$ cat src/sv/mdrs_pkg.sv
// shared constants and the sort-key function of the disk request scheduler
// no dependencies
package mdrs_pkg;

  localparam int unsigned MaxRequestsDefault = 32;

  localparam int unsigned CylW  = 16;
  localparam int unsigned SeekW = 22;
  localparam int unsigned KeyW  = CylW + 1;
  localparam logic [SeekW-1:0] SeekMax = '1;

  localparam int unsigned CfgIdxW = 2;
  localparam logic [CfgIdxW-1:0] CFG_MODE       = 2'd0;
  localparam logic [CfgIdxW-1:0] CFG_START_HEAD = 2'd1;
  localparam logic [CfgIdxW-1:0] CFG_DISK_CYL   = 2'd2;

  localparam logic [2:0] MODE_FCFS  = 3'd0;
  localparam logic [2:0] MODE_SSTF  = 3'd1;
  localparam logic [2:0] MODE_SCAN  = 3'd2;
  localparam logic [2:0] MODE_CSCAN = 3'd3;
  localparam logic [2:0] MODE_LOOK  = 3'd4;
  localparam logic [2:0] MODE_CLOOK = 3'd5;

  // smaller key is served first, ties go to the earlier entry
  function automatic logic [KeyW-1:0] sched_key(input logic [2:0] mode,
                                                input logic [CylW-1:0] cyl,
                                                input logic [CylW-1:0] start,
                                                input logic [CylW-1:0] head);
    logic lo;
    logic [KeyW-1:0] k;
    lo = cyl < start;
    k  = '0;
    case (mode) inside
      MODE_SSTF: k = {1'b0, (cyl > head) ? cyl - head : head - cyl};
      MODE_SCAN, MODE_LOOK: k = {lo, lo ? ~cyl : cyl};
      MODE_CSCAN, MODE_CLOOK: k = {lo, cyl};
      default: k = '0;
    endcase
    return k;
  endfunction

endpackage

$ cat src/sv/mdrs_if.sv
// handshake channels of the disk request scheduler
// depends on mdrs_pkg
interface mdrs_req_if;
  logic valid;
  logic ready;
  logic [mdrs_pkg::CylW-1:0] cylinder;
  logic last;
  modport source (output valid, output cylinder, output last, input ready);
  modport sink (input valid, input cylinder, input last, output ready);
endinterface

interface mdrs_res_if;
  logic valid;
  logic ready;
  logic [mdrs_pkg::CylW-1:0]  position;
  logic [mdrs_pkg::CylW-1:0]  step_distance;
  logic [mdrs_pkg::SeekW-1:0] total_seek;
  logic last_step;
  logic dropped;
  modport source (output valid, output position, output step_distance,
                  output total_seek, output last_step, output dropped, input ready);
  modport sink (input valid, input position, input step_distance,
                input total_seek, input last_step, input dropped, output ready);
endinterface

$ cat src/sv/mdrs_cell.sv
// one request cell of the rotating store: cylinder and served flag
// depends on mdrs_pkg
module mdrs_cell (
  input  logic                      clk_i,
  input  logic                      rst_ni,
  input  logic                      load_i,
  input  logic [mdrs_pkg::CylW-1:0] load_cyl_i,
  input  logic                      rot_i,
  input  logic [mdrs_pkg::CylW-1:0] nb_cyl_i,
  input  logic                      nb_srv_i,
  input  logic                      clr_i,
  output logic [mdrs_pkg::CylW-1:0] cyl_o,
  output logic                      srv_o
);
  logic [mdrs_pkg::CylW-1:0] cyl_q;
  logic srv_q;

  always_ff @(posedge clk_i) begin
    if (rot_i) begin
      cyl_q <= nb_cyl_i;
    end else if (load_i) begin
      cyl_q <= load_cyl_i;
    end
  end

  always_ff @(posedge clk_i or negedge rst_ni) begin
    if (!rst_ni) begin
      srv_q <= 1'b0;
    end else if (clr_i || load_i) begin
      srv_q <= 1'b0;
    end else if (rot_i) begin
      srv_q <= nb_srv_i;
    end
  end

  assign cyl_o = cyl_q;
  assign srv_o = srv_q;
endmodule

$ cat src/sv/multi_mode_disk_request_scheduler_core.sv
// requests load only while the core is idle; a last beat starts a run
// each result takes one full turn of the cell ring plus a decision state; top-cylinder
// and jump-to-0 moves take a decision state each, a scan sweep end one more
// a run closes with one empty turn plus a decision state; output stalls hold the decision
// a result waits in the output register while the next one is searched
// rst_ni clears the request count, flags and config registers (cylinders reset to 65535)
module multi_mode_disk_request_scheduler_core #(
  parameter int unsigned MAX_REQUESTS = mdrs_pkg::MaxRequestsDefault
) (
  input  logic                         clk_i,
  input  logic                         rst_ni,
  mdrs_req_if.sink                     req_i,
  mdrs_res_if.source                   res_o,
  input  logic                         cfg_we_i,
  input  logic [mdrs_pkg::CfgIdxW-1:0] cfg_idx_i,
  input  logic [mdrs_pkg::CylW-1:0]    cfg_data_i
);
  localparam int unsigned CW = $clog2(MAX_REQUESTS + 1);
  localparam int unsigned IW = (MAX_REQUESTS > 1) ? $clog2(MAX_REQUESTS) : 1;
  localparam logic [IW-1:0] PLast = IW'(MAX_REQUESTS - 1);
  localparam int unsigned W = mdrs_pkg::CylW;

  localparam logic [1:0] ST_IDLE   = 2'd0;
  localparam logic [1:0] ST_SCAN   = 2'd1;
  localparam logic [1:0] ST_DECIDE = 2'd2;

  // config registers
  logic [2:0]   mode_q;
  logic [W-1:0] sh_q, dc_q;

  always_ff @(posedge clk_i or negedge rst_ni) begin
    if (!rst_ni) begin
      mode_q <= mdrs_pkg::MODE_FCFS;
      sh_q   <= '0;
      dc_q   <= '1;
    end else if (cfg_we_i) begin
      unique case (cfg_idx_i)
        mdrs_pkg::CFG_MODE:       mode_q <= cfg_data_i[2:0];
        mdrs_pkg::CFG_START_HEAD: sh_q   <= cfg_data_i;
        mdrs_pkg::CFG_DISK_CYL:   dc_q   <= cfg_data_i;
        default: ;
      endcase
    end
  end

  // control state
  logic [1:0]    state_q;
  logic [CW-1:0] cnt_q, srv_n_q;
  logic          ovf_q;
  logic [2:0]    rmode_q;
  logic [W-1:0]  rs_q, top_q, head_q;
  logic [mdrs_pkg::SeekW-1:0] tot_q;
  logic          up_done_q, top_pend_q, zero_pend_q, mark_pend_q;
  logic [IW-1:0] mark_idx_q, p_q, best_idx_q;
  logic          found_q;
  logic [mdrs_pkg::KeyW-1:0] best_key_q;
  logic [W-1:0]  best_cyl_q;

  // output register
  logic          out_v_q;
  logic [W-1:0]  out_pos_q, out_dist_q;
  logic [mdrs_pkg::SeekW-1:0] out_tot_q;
  logic          out_last_q, out_drop_q;

  // cell ring
  logic [W-1:0]  cyl_w [MAX_REQUESTS];
  logic          srv_w [MAX_REQUESTS];
  logic          in_beat, run_start, rot, e_srv;

  assign in_beat   = req_i.valid && req_i.ready;
  assign run_start = in_beat && req_i.last;
  assign rot       = (state_q == ST_SCAN);
  // element at the ring head, with the previous pick marked served on its way by
  assign e_srv     = srv_w[0] || (mark_pend_q && (p_q == mark_idx_q));

  for (genvar g = 0; g < MAX_REQUESTS; g++) begin : g_cell
    localparam int unsigned Nb = (g + 1) % MAX_REQUESTS;
    mdrs_cell u_cell (
      .clk_i      (clk_i),
      .rst_ni     (rst_ni),
      .load_i     (in_beat && (cnt_q < CW'(MAX_REQUESTS)) && (cnt_q[IW-1:0] == IW'(g))),
      .load_cyl_i (req_i.cylinder),
      .rot_i      (rot),
      .nb_cyl_i   (cyl_w[Nb]),
      .nb_srv_i   ((g == MAX_REQUESTS - 1) ? e_srv : srv_w[Nb]),
      .clr_i      (run_start),
      .cyl_o      (cyl_w[g]),
      .srv_o      (srv_w[g])
    );
  end

  // scan compare at the ring head
  logic e_ok;
  logic [mdrs_pkg::KeyW-1:0] e_key;
  assign e_ok  = (CW'(p_q) < cnt_q) && !e_srv;
  assign e_key = mdrs_pkg::sched_key(rmode_q, cyl_w[0], rs_q, head_q);

  // decision
  logic out_free, xmode, is_scan, is_cscan;
  logic emit, emit_last, to_scan, go_idle, set_up;
  logic [W-1:0] emit_pos, step_dist;
  logic [mdrs_pkg::SeekW:0] sum;
  logic rem_zero;

  assign out_free = !out_v_q || res_o.ready;
  assign is_scan  = (rmode_q == mdrs_pkg::MODE_SCAN);
  assign is_cscan = (rmode_q == mdrs_pkg::MODE_CSCAN);
  assign xmode    = is_scan || is_cscan;
  assign rem_zero = (srv_n_q + CW'(1)) == cnt_q;

  always_comb begin
    emit      = 1'b0;
    emit_last = 1'b0;
    emit_pos  = best_cyl_q;
    to_scan   = 1'b0;
    go_idle   = 1'b0;
    set_up    = 1'b0;
    if (state_q == ST_DECIDE && out_free) begin
      if (xmode && !up_done_q && (!found_q || best_key_q[mdrs_pkg::KeyW-1])) begin
        // upward sweep finished
        set_up = 1'b1;
      end else if (top_pend_q) begin
        emit      = 1'b1;
        emit_pos  = top_q;
        emit_last = (srv_n_q == cnt_q) && !zero_pend_q;
      end else if (zero_pend_q) begin
        emit      = 1'b1;
        emit_pos  = '0;
        emit_last = (srv_n_q == cnt_q);
      end else if (found_q) begin
        emit      = 1'b1;
        to_scan   = 1'b1;
        // a pending upward-sweep end still adds moves after the last request
        emit_last = rem_zero &&
                    !(xmode && !up_done_q && (is_cscan || (best_cyl_q < top_q)));
      end else begin
        go_idle = 1'b1;
      end
    end
  end

  assign step_dist = (emit_pos > head_q) ? emit_pos - head_q : head_q - emit_pos;
  assign sum       = {1'b0, tot_q} + (mdrs_pkg::SeekW + 1)'(step_dist);

  always_ff @(posedge clk_i or negedge rst_ni) begin
    if (!rst_ni) begin
      state_q     <= ST_IDLE;
      cnt_q       <= '0;
      srv_n_q     <= '0;
      ovf_q       <= 1'b0;
      rmode_q     <= mdrs_pkg::MODE_FCFS;
      up_done_q   <= 1'b0;
      top_pend_q  <= 1'b0;
      zero_pend_q <= 1'b0;
      mark_pend_q <= 1'b0;
      found_q     <= 1'b0;
      p_q         <= '0;
      out_v_q     <= 1'b0;
    end else begin
      if (res_o.ready && !emit) begin
        out_v_q <= 1'b0;
      end
      unique case (state_q)
        ST_IDLE: begin
          if (in_beat) begin
            if (cnt_q < CW'(MAX_REQUESTS)) begin
              cnt_q <= cnt_q + CW'(1);
            end else begin
              ovf_q <= 1'b1;
            end
            if (req_i.last) begin
              rmode_q     <= mode_q;
              srv_n_q     <= '0;
              up_done_q   <= 1'b0;
              top_pend_q  <= 1'b0;
              zero_pend_q <= 1'b0;
              mark_pend_q <= 1'b0;
              found_q     <= 1'b0;
              p_q         <= '0;
              state_q     <= ST_SCAN;
            end
          end
        end
        ST_SCAN: begin
          if (e_ok && (!found_q || e_key < best_key_q)) begin
            found_q <= 1'b1;
          end
          if (p_q == PLast) begin
            p_q         <= '0;
            mark_pend_q <= 1'b0;
            state_q     <= ST_DECIDE;
          end else begin
            p_q <= p_q + IW'(1);
          end
        end
        ST_DECIDE: begin
          if (set_up) begin
            up_done_q   <= 1'b1;
            top_pend_q  <= head_q < top_q;
            zero_pend_q <= is_cscan;
          end
          if (emit) begin
            out_v_q <= 1'b1;
            if (top_pend_q) begin
              top_pend_q <= 1'b0;
            end else if (zero_pend_q) begin
              zero_pend_q <= 1'b0;
            end
          end
          if (to_scan) begin
            srv_n_q     <= srv_n_q + CW'(1);
            mark_pend_q <= 1'b1;
            found_q     <= 1'b0;
            state_q     <= ST_SCAN;
          end
          if (go_idle) begin
            cnt_q   <= '0;
            ovf_q   <= 1'b0;
            state_q <= ST_IDLE;
          end
        end
        default: state_q <= ST_IDLE;
      endcase
    end
  end

  // payload registers
  always_ff @(posedge clk_i) begin
    if (run_start) begin
      rs_q   <= sh_q;
      head_q <= sh_q;
      top_q  <= (dc_q == '0) ? '0 : dc_q - W'(1);
      tot_q  <= '0;
    end
    if (state_q == ST_SCAN && e_ok && (!found_q || e_key < best_key_q)) begin
      best_key_q <= e_key;
      best_idx_q <= p_q;
      best_cyl_q <= cyl_w[0];
    end
    if (to_scan) begin
      mark_idx_q <= best_idx_q;
    end
    if (emit) begin
      head_q     <= emit_pos;
      tot_q      <= sum[mdrs_pkg::SeekW] ? mdrs_pkg::SeekMax : sum[mdrs_pkg::SeekW-1:0];
      out_pos_q  <= emit_pos;
      out_dist_q <= step_dist;
      out_tot_q  <= sum[mdrs_pkg::SeekW] ? mdrs_pkg::SeekMax : sum[mdrs_pkg::SeekW-1:0];
      out_last_q <= emit_last;
      out_drop_q <= ovf_q;
    end
  end

  assign req_i.ready         = (state_q == ST_IDLE);
  assign res_o.valid         = out_v_q;
  assign res_o.position      = out_pos_q;
  assign res_o.step_distance = out_dist_q;
  assign res_o.total_seek    = out_tot_q;
  assign res_o.last_step     = out_last_q;
  assign res_o.dropped       = out_drop_q;
endmodule

$ cat src/flat_wrapper.sv
// flat-port wrapper written by rule: the top's interface ports become plain ports
module multi_mode_disk_request_scheduler_core_flat 
#(
  parameter int unsigned MAX_REQUESTS = mdrs_pkg::MaxRequestsDefault
)
  (clk_i, rst_ni, cfg_we_i, cfg_idx_i, cfg_data_i, req_i_valid, req_i_cylinder, req_i_last, req_i_ready, res_o_valid, res_o_position, res_o_step_distance, res_o_total_seek, res_o_last_step, res_o_dropped, res_o_ready);
  mdrs_req_if req_i_i ();
  mdrs_res_if res_o_i ();
  input  logic clk_i;
  input  logic rst_ni;
  input  logic cfg_we_i;
  input  logic [mdrs_pkg::CfgIdxW-1:0] cfg_idx_i;
  input  logic [mdrs_pkg::CylW-1:0] cfg_data_i;
  input wire logic [$bits(req_i_i.valid)-1:0] req_i_valid;
  input wire logic [$bits(req_i_i.cylinder)-1:0] req_i_cylinder;
  input wire logic [$bits(req_i_i.last)-1:0] req_i_last;
  output wire logic [$bits(req_i_i.ready)-1:0] req_i_ready;
  output wire logic [$bits(res_o_i.valid)-1:0] res_o_valid;
  output wire logic [$bits(res_o_i.position)-1:0] res_o_position;
  output wire logic [$bits(res_o_i.step_distance)-1:0] res_o_step_distance;
  output wire logic [$bits(res_o_i.total_seek)-1:0] res_o_total_seek;
  output wire logic [$bits(res_o_i.last_step)-1:0] res_o_last_step;
  output wire logic [$bits(res_o_i.dropped)-1:0] res_o_dropped;
  input wire logic [$bits(res_o_i.ready)-1:0] res_o_ready;
  assign req_i_i.valid = req_i_valid;
  assign req_i_i.cylinder = req_i_cylinder;
  assign req_i_i.last = req_i_last;
  assign req_i_ready = req_i_i.ready;
  assign res_o_valid = res_o_i.valid;
  assign res_o_position = res_o_i.position;
  assign res_o_step_distance = res_o_i.step_distance;
  assign res_o_total_seek = res_o_i.total_seek;
  assign res_o_last_step = res_o_i.last_step;
  assign res_o_dropped = res_o_i.dropped;
  assign res_o_i.ready = res_o_ready;
  multi_mode_disk_request_scheduler_core #(.MAX_REQUESTS(MAX_REQUESTS)) u_core (.clk_i(clk_i), .rst_ni(rst_ni), .req_i(req_i_i), .res_o(res_o_i), .cfg_we_i(cfg_we_i), .cfg_idx_i(cfg_idx_i), .cfg_data_i(cfg_data_i));
endmodule
$ cat config.mk
export PLATFORM = sky130hd
export DESIGN_NAME = multi_mode_disk_request_scheduler_core_flat
export DESIGN_NICKNAME = d
export VERILOG_FILES = /design/src/sv/mdrs_pkg.sv /design/src/sv/mdrs_if.sv /design/src/sv/mdrs_cell.sv /design/src/sv/multi_mode_disk_request_scheduler_core.sv /design/src/flat_wrapper.sv
export SDC_FILE = /design/constraint.sdc
export NUM_CORES = 1
export LEC_CHECK = 0
export BUFFER_PORTS_ARGS = -buffer_cell sky130_fd_sc_hd__buf_2
export CORE_MARGIN = 2
export CORE_UTILIZATION = 63
export CTS_CLUSTER_DIAMETER = 200
export DETAILED_ROUTE_END_ITERATION = 12
export PLACE_DENSITY = 0.83
export SYNTH_ARGS = -nofsm -noshare
export SYNTH_HDL_FRONTEND = slang
export SYNTH_SLANG_ARGS = --single-unit
$ cat constraint.sdc
create_clock -name clk_i -period 6.85 [get_ports clk_i]
set_input_delay 1.7125 -clock clk_i [delete_from_list [all_inputs] [get_ports clk_i]]
set_output_delay 1.7125 -clock clk_i [all_outputs]
set_load 0.02 [all_outputs]
# [After elaboration in Yosys (flattened, before gate mapping)]
# Cells that the tools add are included.
[word_totals] reg_bits=777 elab_cells=551 output_inout_bits=58 in_bits=40
[op_classes] magnitude_cmp=8 bitwise_logic=2 addsub=9 n_mux=206 reduce_logical=180 n_eq_ne=54
[ops] op="16-bit 2-to-1 mux" n=73
[ops] op="2-bit nonzero test" n=67
[ops] op="1-bit 2-to-1 mux" n=103
[ops] op="5-bit equality test (second input constant)" n=17
[ops] op="22-bit 2-to-1 mux" n=3
[ops] op="16-bit subtractor" n=4
[ops] op="17-bit 2-to-1 mux" n=3
[ops] op="16-bit < comparator" n=3
[ops] op="1-bit logical AND" n=47
[ops] op="5-bit by 4-bit equality test with 1-bit output (second input constant)" n=8
[ops] op="1-bit logical OR" n=38
[ops] op="6-bit 2-to-1 mux" n=6
[ops] op="16-bit > comparator" n=2
[ops] op="6-bit one-hot mux with 2 select lines" n=2
[ops] op="22-bit by 16-bit adder with 23-bit output" n=1
[ops] op="5-bit by 3-bit equality test with 1-bit output (second input constant)" n=4
[ops] op="4-bit AND reduction" n=5
[ops] op="17-bit < comparator" n=1
[ops] op="16-bit zero test" n=1
[ops] op="16-bit NOT" n=1
[ops] op="16-bit by 1-bit subtractor with 16-bit output (second input constant)" n=1
[ops] op="5-bit 2-to-1 mux" n=3
[ops] op="6-bit by 1-bit adder with 6-bit output (second input constant)" n=2
[ops] op="6-bit equality test" n=2
[ops] op="other kinds (28)" n=62

# [Depth between registers and ports, before layout]
# Gate-level depths: netlist of run 1.
[depth] ltp_word=11 depth_mapped=28 ltp_nobuf=23

# [By module]
# Synthesis of run 1 repeated with hierarchy kept, for this count alone.
[hier_totals] cells_unflattened=2713 hier_area_um2=39935.8
[modules_own_cells] mod="mdrs_cell" cells_each=38 seq_area_each_um2=505.5 area_each_um2=773.2 instances=32
[modules_own_cells] mod="multi_mode_disk_request_scheduler_core" cells_each=1497 seq_area_each_um2=6696.4 area_each_um2=15192.1 instances=1

# [Least setup slack after synthesis of run 1]
# OpenSTA, ideal clock, no wires.
[synth_timing] path_type="in2reg" start="input port res_o_ready" end="register u_core.out_tot_q (netlist bit u_core.res_o.total_seek[11]), data pin" path_slack_ns=-0.302 setup_ns=0.262 stages=27 arrival_time_ns=6.890 required_time_ns=6.588 n_path_buf=5 cell_sequence="nand2b_1 -> nand2_1 -> nor2_1 -> o21ai_1 -> buf_2 -> a22oi_1 -> inv_1 -> ha_1 -> buf_2 -> nand4_1 -> a2111oi_0 -> o31ai_1 -> a21oi_1 -> buf_4 -> buf_4 -> mux2i_1 -> xor2_1 -> ha_1 -> nor2b_1 -> o2111a_1 -> nor3_1 -> o21ai_0 -> a211o_1 -> nand2_1 -> nor2_1 -> clkbuf_1 -> or2_2"
[synth_via] elab_chain_len=7 word_cells_on_any_way=9 classes_between="add/sub: 3; order compare: 1; mux: 3; reduce/logical: 2"
[synth_rtl] item="start: declaration" line="flat_wrapper.sv:24" rtl="input wire logic [$bits(res_o_i.ready)-1:0] res_o_ready;"
[synth_rtl] item="1-bit logical OR" line="multi_mode_disk_request_scheduler_core.sv:105" rtl="assign out_free = !out_v_q || res_o.ready;"
[synth_rtl] item="1-bit logical AND" line="multi_mode_disk_request_scheduler_core.sv:118" rtl="if (state_q == ST_DECIDE && out_free) begin"
[synth_rtl] item="16-bit 2-to-1 mux" line="multi_mode_disk_request_scheduler_core.sv:118"
[synth_rtl] item="via u_core.emit_pos[11]" line="multi_mode_disk_request_scheduler_core.sv:101" rtl="logic [W-1:0] emit_pos, step_dist;"
[synth_rtl] item="16-bit > comparator" line="multi_mode_disk_request_scheduler_core.sv:142" rtl="assign step_dist = (emit_pos > head_q) ? emit_pos - head_q : head_q - emit_pos;"
[synth_rtl] item="16-bit 2-to-1 mux" line="multi_mode_disk_request_scheduler_core.sv:142"
[synth_rtl] item="via u_core.step_dist[2]" line="multi_mode_disk_request_scheduler_core.sv:101"
[synth_rtl] item="22-bit by 16-bit adder with 23-bit output" line="multi_mode_disk_request_scheduler_core.sv:143" rtl="assign sum = {1'b0, tot_q} + (mdrs_pkg::SeekW + 1)'(step_dist);"
[synth_rtl] item="22-bit 2-to-1 mux"
[synth_rtl] item="end signal: assignment" line="multi_mode_disk_request_scheduler_core.sv:248" rtl="out_tot_q <= sum[mdrs_pkg::SeekW] ? mdrs_pkg::SeekMax : sum[mdrs_pkg::SeekW-1:0];"
[synth_rtl] item="end: declaration" line="multi_mode_disk_request_scheduler_core.sv:62" rtl="logic [mdrs_pkg::SeekW-1:0] out_tot_q;"
# The timed path passes the listed nets, and every way through them passes these cells.
# A chain may end at the register's enable or synchronous reset.

# [Final worst setup path of run 1]
[layout_timing] start="input port res_o_ready" end="register u_core.out_tot_q (netlist bit u_core.res_o.total_seek[21]), data pin"
# The elaborated chain is that of the path after synthesis.

==> results of run 1 <==
## layer usage
| layer | up-vias | global-route usage |
|---|---|---|
| met5 | - | 0 |
| met4 | 0 | 0.124 |
| met3 | 223 | 0.0423 |
| met2 | 992 | 0.501 |
| met1 | 12000 | 0.392 |
| li1 | 10700 | - |
## sequential cells by signal, summed over array words and instances, names as in the netlist, 17 cells and up
register,count
u_core.res_o.total_seek,22
u_core.g_cell.u_cell.cyl_o,512
u_core.best_key_q,17
u_core.tot_q,22
u_core.g_cell.u_cell.srv_o,32
## where the power goes
part	total (mW)	leakage (nW)	internal [mW]	switching [mW]
Clock	4.16	1.20	2.29	1.86
Sequential	9.50	8.30	8.60	0.899
Combinational	10.1	9.61	4.33	5.72
## cells in the final DEF (no fill, tap or decap), drive strengths merged, types with 15 or more instances in the layout
master,instances
a21o,567
a21oi,89
a221oi,36
a22oi,16
a31oi,19
and2,26
buf,267
clkbuf,98
clkinv,36
dfrtp,80
dfstp,16
edfxtp,681
ha,155
inv,131
mux2,44
mux2i,15
nand2,231
nand3,26
nand4,18
nor2,83
nor3,29
o21a,22
o21ai,81
o22ai,16
xnor2,59
xor2,30
## kinds of logic after synthesis
| group | count (synthesis) | share of synthesized area |
|---|---|---|
| simple gates | 489 | 0.0626 |
| xor+xnor | 89 | 0.0214 |
| fa+ha+maj | 160 | 0.0561 |
| buf+inv | 320 | 0.0344 |
| compound gates | 916 | 0.179 |
| flops | 777 | 0.629 |
| mux | 59 | 0.0177 |
## metrics by stage
step / power (mW) / cell area (um^2) / setup slack (ns) / cells / utilization
after global placement: 18.9 / 38400 / -0.299 / 3648 / 0.670
after global routing: 25.0 / 41000 / -0.0413 / 3792 / 0.714
after CTS: 23.7 / 40900 / 0.0390 / 3790 / 0.713
after floorplan: 15.9 / 36400 / 0.0209 / 2810 / -
after detailed placement: 19.3 / 38400 / -0.561 / 3648 / 0.670
final: 23.7 / 41000 / 0.186 / 3793 / 0.714
## area by class of cell
cell class / count / share of cell area
Clock inverter: 44 / 0.00946
Timing Repair Buffer: 267 / 0.0440
Sequential cell: 777 / 0.558
Clock buffer: 98 / 0.0507
Tap cell: 765 / 0.0234
Inverter: 128 / 0.0117
Multi-Input combinational cell: 1713 / 0.303
Antenna cell: 1 / 0.0000611
## how the worst max path moves through the flow
| stage | from | end | cells after the start |
|---|---|---|---|
| floorplan | res_o_ready | u_core.res_o.total_seek[11]$_DFFE_PP_ | 27 |
| global placement | res_o_ready | u_core.res_o.total_seek[6]$_DFFE_PP_ | 25 |
| detailed placement | res_o_ready | u_core.res_o.total_seek[21]$_DFFE_PP_ | 27 |
| CTS | res_o_ready | u_core.res_o.total_seek[21]$_DFFE_PP_ | 26 |
| global route | res_o_ready | u_core.res_o.total_seek[21]$_DFFE_PP_ | 26 |
| finish | res_o_ready | u_core.res_o.total_seek[21]$_DFFE_PP_ | 28 |
## timing repair
item                                    4_1_cts  5_1_grt
resized for setup                             0       17
endpoints found under the setup margin        0       44
setup buffers                                 0        2
## critical path: cells and delay by family
family | cells | cell delay [ns]
compound gates | 10 | 2.12
xor+xnor | 1 | 0.30
fa+ha+maj | 2 | 0.64
buf+inv | 7 | 1.01
mux | 1 | 0.34
simple gates | 7 | 0.91
==> impl_results.md, run 1 <==
* Status: complete, no violations
* Count leader, synth: edfxtp_1
* Commonest cells post-synth: edfxtp_1, a21o_1, nand2_1
* Min Tclk post-route at 6.66 ns
* #FFs+latches synth at 777
* Largest net degree at the start of global routing at 238
* GRT Util Overall at 0.298
* Worst skew pair latency at 0.65 ns
* Layout Skew at 0.0400 ns
* RR Endpoint: u_core.res_o.total_seek[21]$_DFFE_PP_
* Final net count at 3165
* Main synth FF type: edfxtp_1
* Post-route antenna net violation count at 0
* Crit-path max FO at 12
* Total of max-cap violations at 0
* Crit path DAT at 7.04 ns
* Worst r2r src: u_core.rmode_q[2]$_DFFE_PN0P_
* Worst-margin pin slew at 1.28 ns
* Die H at 244 um
* H-tree Lvls at 3
* Hold depth at 0
* # IOs at 98
* Clock Pin Slew Worst Setup and Hold Paths at 0.06 ns
* Area Overhead vs Synth at 12.7%
* Vias at 23900
* Routed length on met3 at 5400 um
* Hold EP: u_core.mark_idx_q[4]$_DFFE_PP_
* Total CTS buffers at 78
* Max clock buf depth at 3
* Final hold slack at 0.423 ns
* Slowest-stage cell, CP: a2111oi_1
* Fraction of layout cells with a size suffix above 1 at 0.159
* Post-synth EDFFs at 681
* Gr ovfl total at 0
* Core area at 0.0574 mm^2
* Largest area contributor in the netlist: edfxtp_1
* Dpl hpwl at 57900 um
* CTS Sinks at 777
* Crit-path max cell delay at 0.49 ns
* Die extent in x at 244 um
* Metal2 WL at 43900 um
* Crit share post-route at 0.973
* Root Buffer Master: clkbuf_16
* Count of pins over their slew limit at 0
* Synthesized area per cell at 12.9 um^2
* Seq/Total Area, Yosys at 0.629
* Vias in the first global route at 24100
* RePlAce Congestion at 0.983
* P_leak at 19.1 nW
* Fmax at 150 MHz
* Multi-input logic area at 0.0124 mm^2
* Highest Signal Layer: met4
* Core Rows at 88
* Initial Utilization at 0.634
* IO Port Bufs at 97
* Critical Path RT at 7.23 ns
* Synth async-reset ratio at 0.124
* Critical Path End Type: flip-flop
* Area contributors post-synth: edfxtp_1, a21o_1, dfrtp_1, ha_1, nand2_1
* Cell mode on critical path: buf_4
* Syn Nets at 3010
* Power Density at 579 mW/mm^2
* Depth of the worst register-to-register path at 27
* Hold_sp: u_core.best_idx_q[4]$_DFFE_PP_
* Die ar. at 0.0597 mm^2
* Post-synth cell types at 71
* Synth top area share at 0.562
* Fin Setup TNS at 0 ns
* CTS tree: yes
* Max VDD drop at 0.408 mV
* Initial DRC count at 2290
* M1 wire length at 35900 um
* Post-synthesis instance total at 2810
* Slew headroom at 0.146
* Sequential Area at 0.0229 mm^2
* Residual DRC at 0
* Flop2flop setup slack at 0.51 ns
* Ys Warns at 0
* First-pass GRT wire length at 137000 um
* Avg Vias per Cell at 6.31
* Layout filler cell count at 3714
* First-pass DRT Iterations at 8
* Final Hold Viols at 0
* Critical path type: primary input to flip-flop
* WL final at 88800 um
* Worst setup SP type: primary input
* Post-synthesis cell area at 0.0364 mm^2
* Worst min path class: flip-flop to flip-flop
* Final Setup Violations at 0
* Drt wl/cell at 23.4 um
* Antenna violations before repair at 0
* Hold-fix buffers, CTS at 0
Note: power is estimated with default switching activity, not from simulation.
==> run 2: changes to the inputs <==
Settings changed: CORE_UTILIZATION 63 to 65, CTS_BUF_LIST set to sky130_fd_sc_hd__clkbuf_4, PLACE_DENSITY 0.83 to 0.86.
==> impl_results.md, run 2 (synthesized netlist as in run 1, its figures left out) <==
* Status: complete, no violations
* Worst skew pair latency at 1.05 ns (+0.40 ns)
* Placed inst area at 0.0385 mm^2 (about the same)
* Power Density at 574 mW/mm^2 (-0.81%)
* Final hold slack at 0.433 ns (+0.0108 ns)
* Crit-path max FO at 22 (+10)
* GRT Util Overall at 0.321 (+0.0229)
* Max VDD drop at 0.469 mV (+15%)
* Count of pins over their slew limit at 0 (unchanged)
* Clock power frac at 0.163 (-0.012)
* Die extent in x at 241 um (-1.5%)
* Leading cell type in the layout, fill and taps excluded: edfxtp_1
* Fin Setup TNS at 0 ns (unchanged)
* Final instance area at 0.0408 mm^2 (-0.32%)
* NetSw at 8.66 mW (+2.1%)
* P_leak at 19.3 nW (+1.1%)
* Commonest non-fill, non-tap cells in the layout: edfxtp_1, a21o_1, clkbuf_4
* Total CTS buffers at 186 (+140%)
* Drt wl/cell at 23.0 um (-1.7%)
* Flop pwr share at 0.408 (+0.007)
* Die ar. at 0.0579 mm^2 (-3.0%)
* RePlAce Congestion at 0.954 (-2.9%)
* Worst-margin pin slew at 1.13 ns (-0.144 ns)
* Fmax at 156 MHz (+3.7%)
* Hold EP: u_core.mark_idx_q[4]$_DFFE_PP_
* H-tree Lvls at 4 (+1)
* Final net count at 3272 (+3.4%)
* Vias at 24600 (+2.9%)
* RSZ-0062 raised after global routing: no
* Layout Skew at 0.0852 ns (+0.0452 ns)
* Depth of the worst register-to-register path at 20 (-26%)
* IO Port Bufs at 97 (unchanged)
* Layout filler cell count at 3447 (-7.2%)
* Critical Path RT at 7.48 ns (+0.25 ns)
* Min Tclk post-route at 6.43 ns (-0.236 ns)
* Worst slack at placement at -0.406 ns (+0.155 ns)
* Final Setup Violations at 0 (unchanged)
* Post-route antenna net violation count at 0 (unchanged)
* Crit path DAT at 7.06 ns (+0.02 ns)
* Clock Pin Slew Worst Setup and Hold Paths at 0.08 ns (+0.02 ns)
* Critical path type: flip-flop to flip-flop
* Crit share post-route at 0.938 (-0.0344)
* CTS Sinks at 777 (unchanged)
* Worst r2r src: u_core.g_cell[0].u_cell.cyl_o[4]$_DFFE_PP_
* Largest net degree at the start of global routing at 256 (+7.6%)
* Critical Path End Type: flip-flop
* Area Overhead vs Synth at 12.3%
* Gr ovfl total at 0 (unchanged)
* Worst min path class: flip-flop to flip-flop
* Final Worst Setup Slack at 0.422 ns (+0.236 ns)
* Dpl hpwl at 57800 um (-0.24%)
* Initial Utilization at 0.659 (+0.0249)
* Total of max-cap violations at 0 (unchanged)
* First-pass DRT Iterations at 6 (-2)
* Core Rows at 86 (-2.3%)
* # IOs at 98 (unchanged)
* Comb power frac at 0.429 (+0.005)
* Hold_sp: u_core.best_idx_q[4]$_DFFE_PP_
* WL final at 91500 um (+3.0%)
* Slew headroom at 0.244 (+0.0986)
* Pint at 14.8 mW (-2.9%)
* First-pass GRT wire length at 140000 um (+2.0%)
* Number of flip-flops in the largest register at 512 (unchanged)
* Core area at 0.0552 mm^2 (-3.8%)
* Worst setup SP type: flip-flop
* Root Buffer Master: clkbuf_4
* Initial DRC count at 2457 (+7.3%)
* Final Hold Viols at 0 (unchanged)
* Sw Share at 0.370 (+0.0117)
* CTS tree: yes
* Avg Vias per Cell at 6.19 (-1.8%)
* Antenna violations before repair at 2 (+2)
* Max clock buf depth at 3 (unchanged)
* Multi-input logic area at 0.0123 mm^2 (-0.53%)
* Sequential Area at 0.0229 mm^2 (unchanged)
* Total power at 23.4 mW (-1.1%)
* Fraction of layout cells with a size suffix above 1 at 0.201 (+0.0425)
* Hold depth at 0 (unchanged)
* Residual DRC at 0 (unchanged)
* RR Endpoint: u_core.best_key_q[2]$_DFFE_PP_
* Hold-fix buffers, CTS at 0 (unchanged)
* Post-CTS Setup Bufs at 0 (unchanged)
* Flop2flop setup slack at 0.42 ns (-0.09 ns)
* Vias in the first global route at 24900 (+3.6%)
* Die H at 241 um (-1.5%)
[run 2: layout make-up]
cell class | instances | share of cell area
timing repair buffer | 266 | 0.0451
antenna | 6 | 0.000368
multi-input combinational | 1713 | 0.302
sequential | 777 | 0.560
inverter | 128 | 0.0118
clock inverter | 68 | 0.00833
tap | 748 | 0.0229
clock buffer | 270 | 0.0496
[run 2: worst max-delay path by stage]
stage	startpoint	to	slack (ns)	cells after the start
CTS	u_core.rmode_q[2]$_DFFE_PN0P_	u_core.res_o.total_seek[10]$_DFFE_PP_	0.32	23
detailed placement	res_o_ready	u_core.res_o.total_seek[21]$_DFFE_PP_	-0.41	26
finish	u_core.g_cell[0].u_cell.cyl_o[4]$_DFFE_PP_	u_core.best_key_q[2]$_DFFE_PP_	0.42	20
global placement	res_o_ready	u_core.res_o.total_seek[5]$_DFFE_PP_	-0.30	25
floorplan	res_o_ready	u_core.res_o.total_seek[11]$_DFFE_PP_	0.02	27
global route	u_core.g_cell[0].u_cell.cyl_o[4]$_DFFE_PP_	u_core.best_key_q[1]$_DFFE_PP_	0.009	20
[run 2: power groups by stage]
stage | Sequential (mW) | Clock [mW] | Combinational, mW
2_1_floorplan | 9.14 | 0 | 6.74
3_3_place_gp | 9.45 | 0 | 9.42
3_5_place_dp | 9.53 | 0 | 9.82
4_1_cts | 9.53 | 3.87 | 10.0
5_1_grt | 9.67 | 4.09 | 11.0
6_report | 9.55 | 3.82 | 10.1
[run 2: through the flow]
| step | utilization | instances |
|---|---|---|
| after global placement | 0.697 | 3632 |
| after global routing | 0.740 | 3972 |
| after floorplan | - | 2810 |
| final | 0.740 | 3976 |
| after CTS | 0.740 | 3970 |
| after detailed placement | 0.697 | 3632 |
[run 2: layer usage]
layer / track usage / vias up / part of all wire
li1: - / 11000 / -
met1: 0.409 / 12100 / 0.39
met2: 0.536 / 1276 / 0.50
met3: 0.0587 / 242 / 0.073
met4: 0.155 / 0 / 0.040
met5: 0 / - / 0
[run 2: worst max-delay path: stages, from the launching register on]
cell and delay (ns):
edfxtp_1 0.61, inv_1 0.13, ha_1 0.49, o21ai_0 0.18, o21ai_0 0.37, o211ai_1 0.18
a21boi_2 0.43, buf_4 0.33, nor2_1 0.06, a221oi_1 0.36, nor3_1 0.11, o32ai_1 0.43
ha_1 0.31, nand2_1 0.09, nor4_1 0.08, nand3_1 0.12, nor3_1 0.11, a2111oi_0 0.65
nand4_1 0.33, a31oi_4 0.25, buf_4 0.36
[run 2: repair_timing]
action | in CTS | in global routing
gates resized for setup | 0 | 2
endpoints found under the setup margin | 0 | 15
hold endpoints to repair | 0 | 0
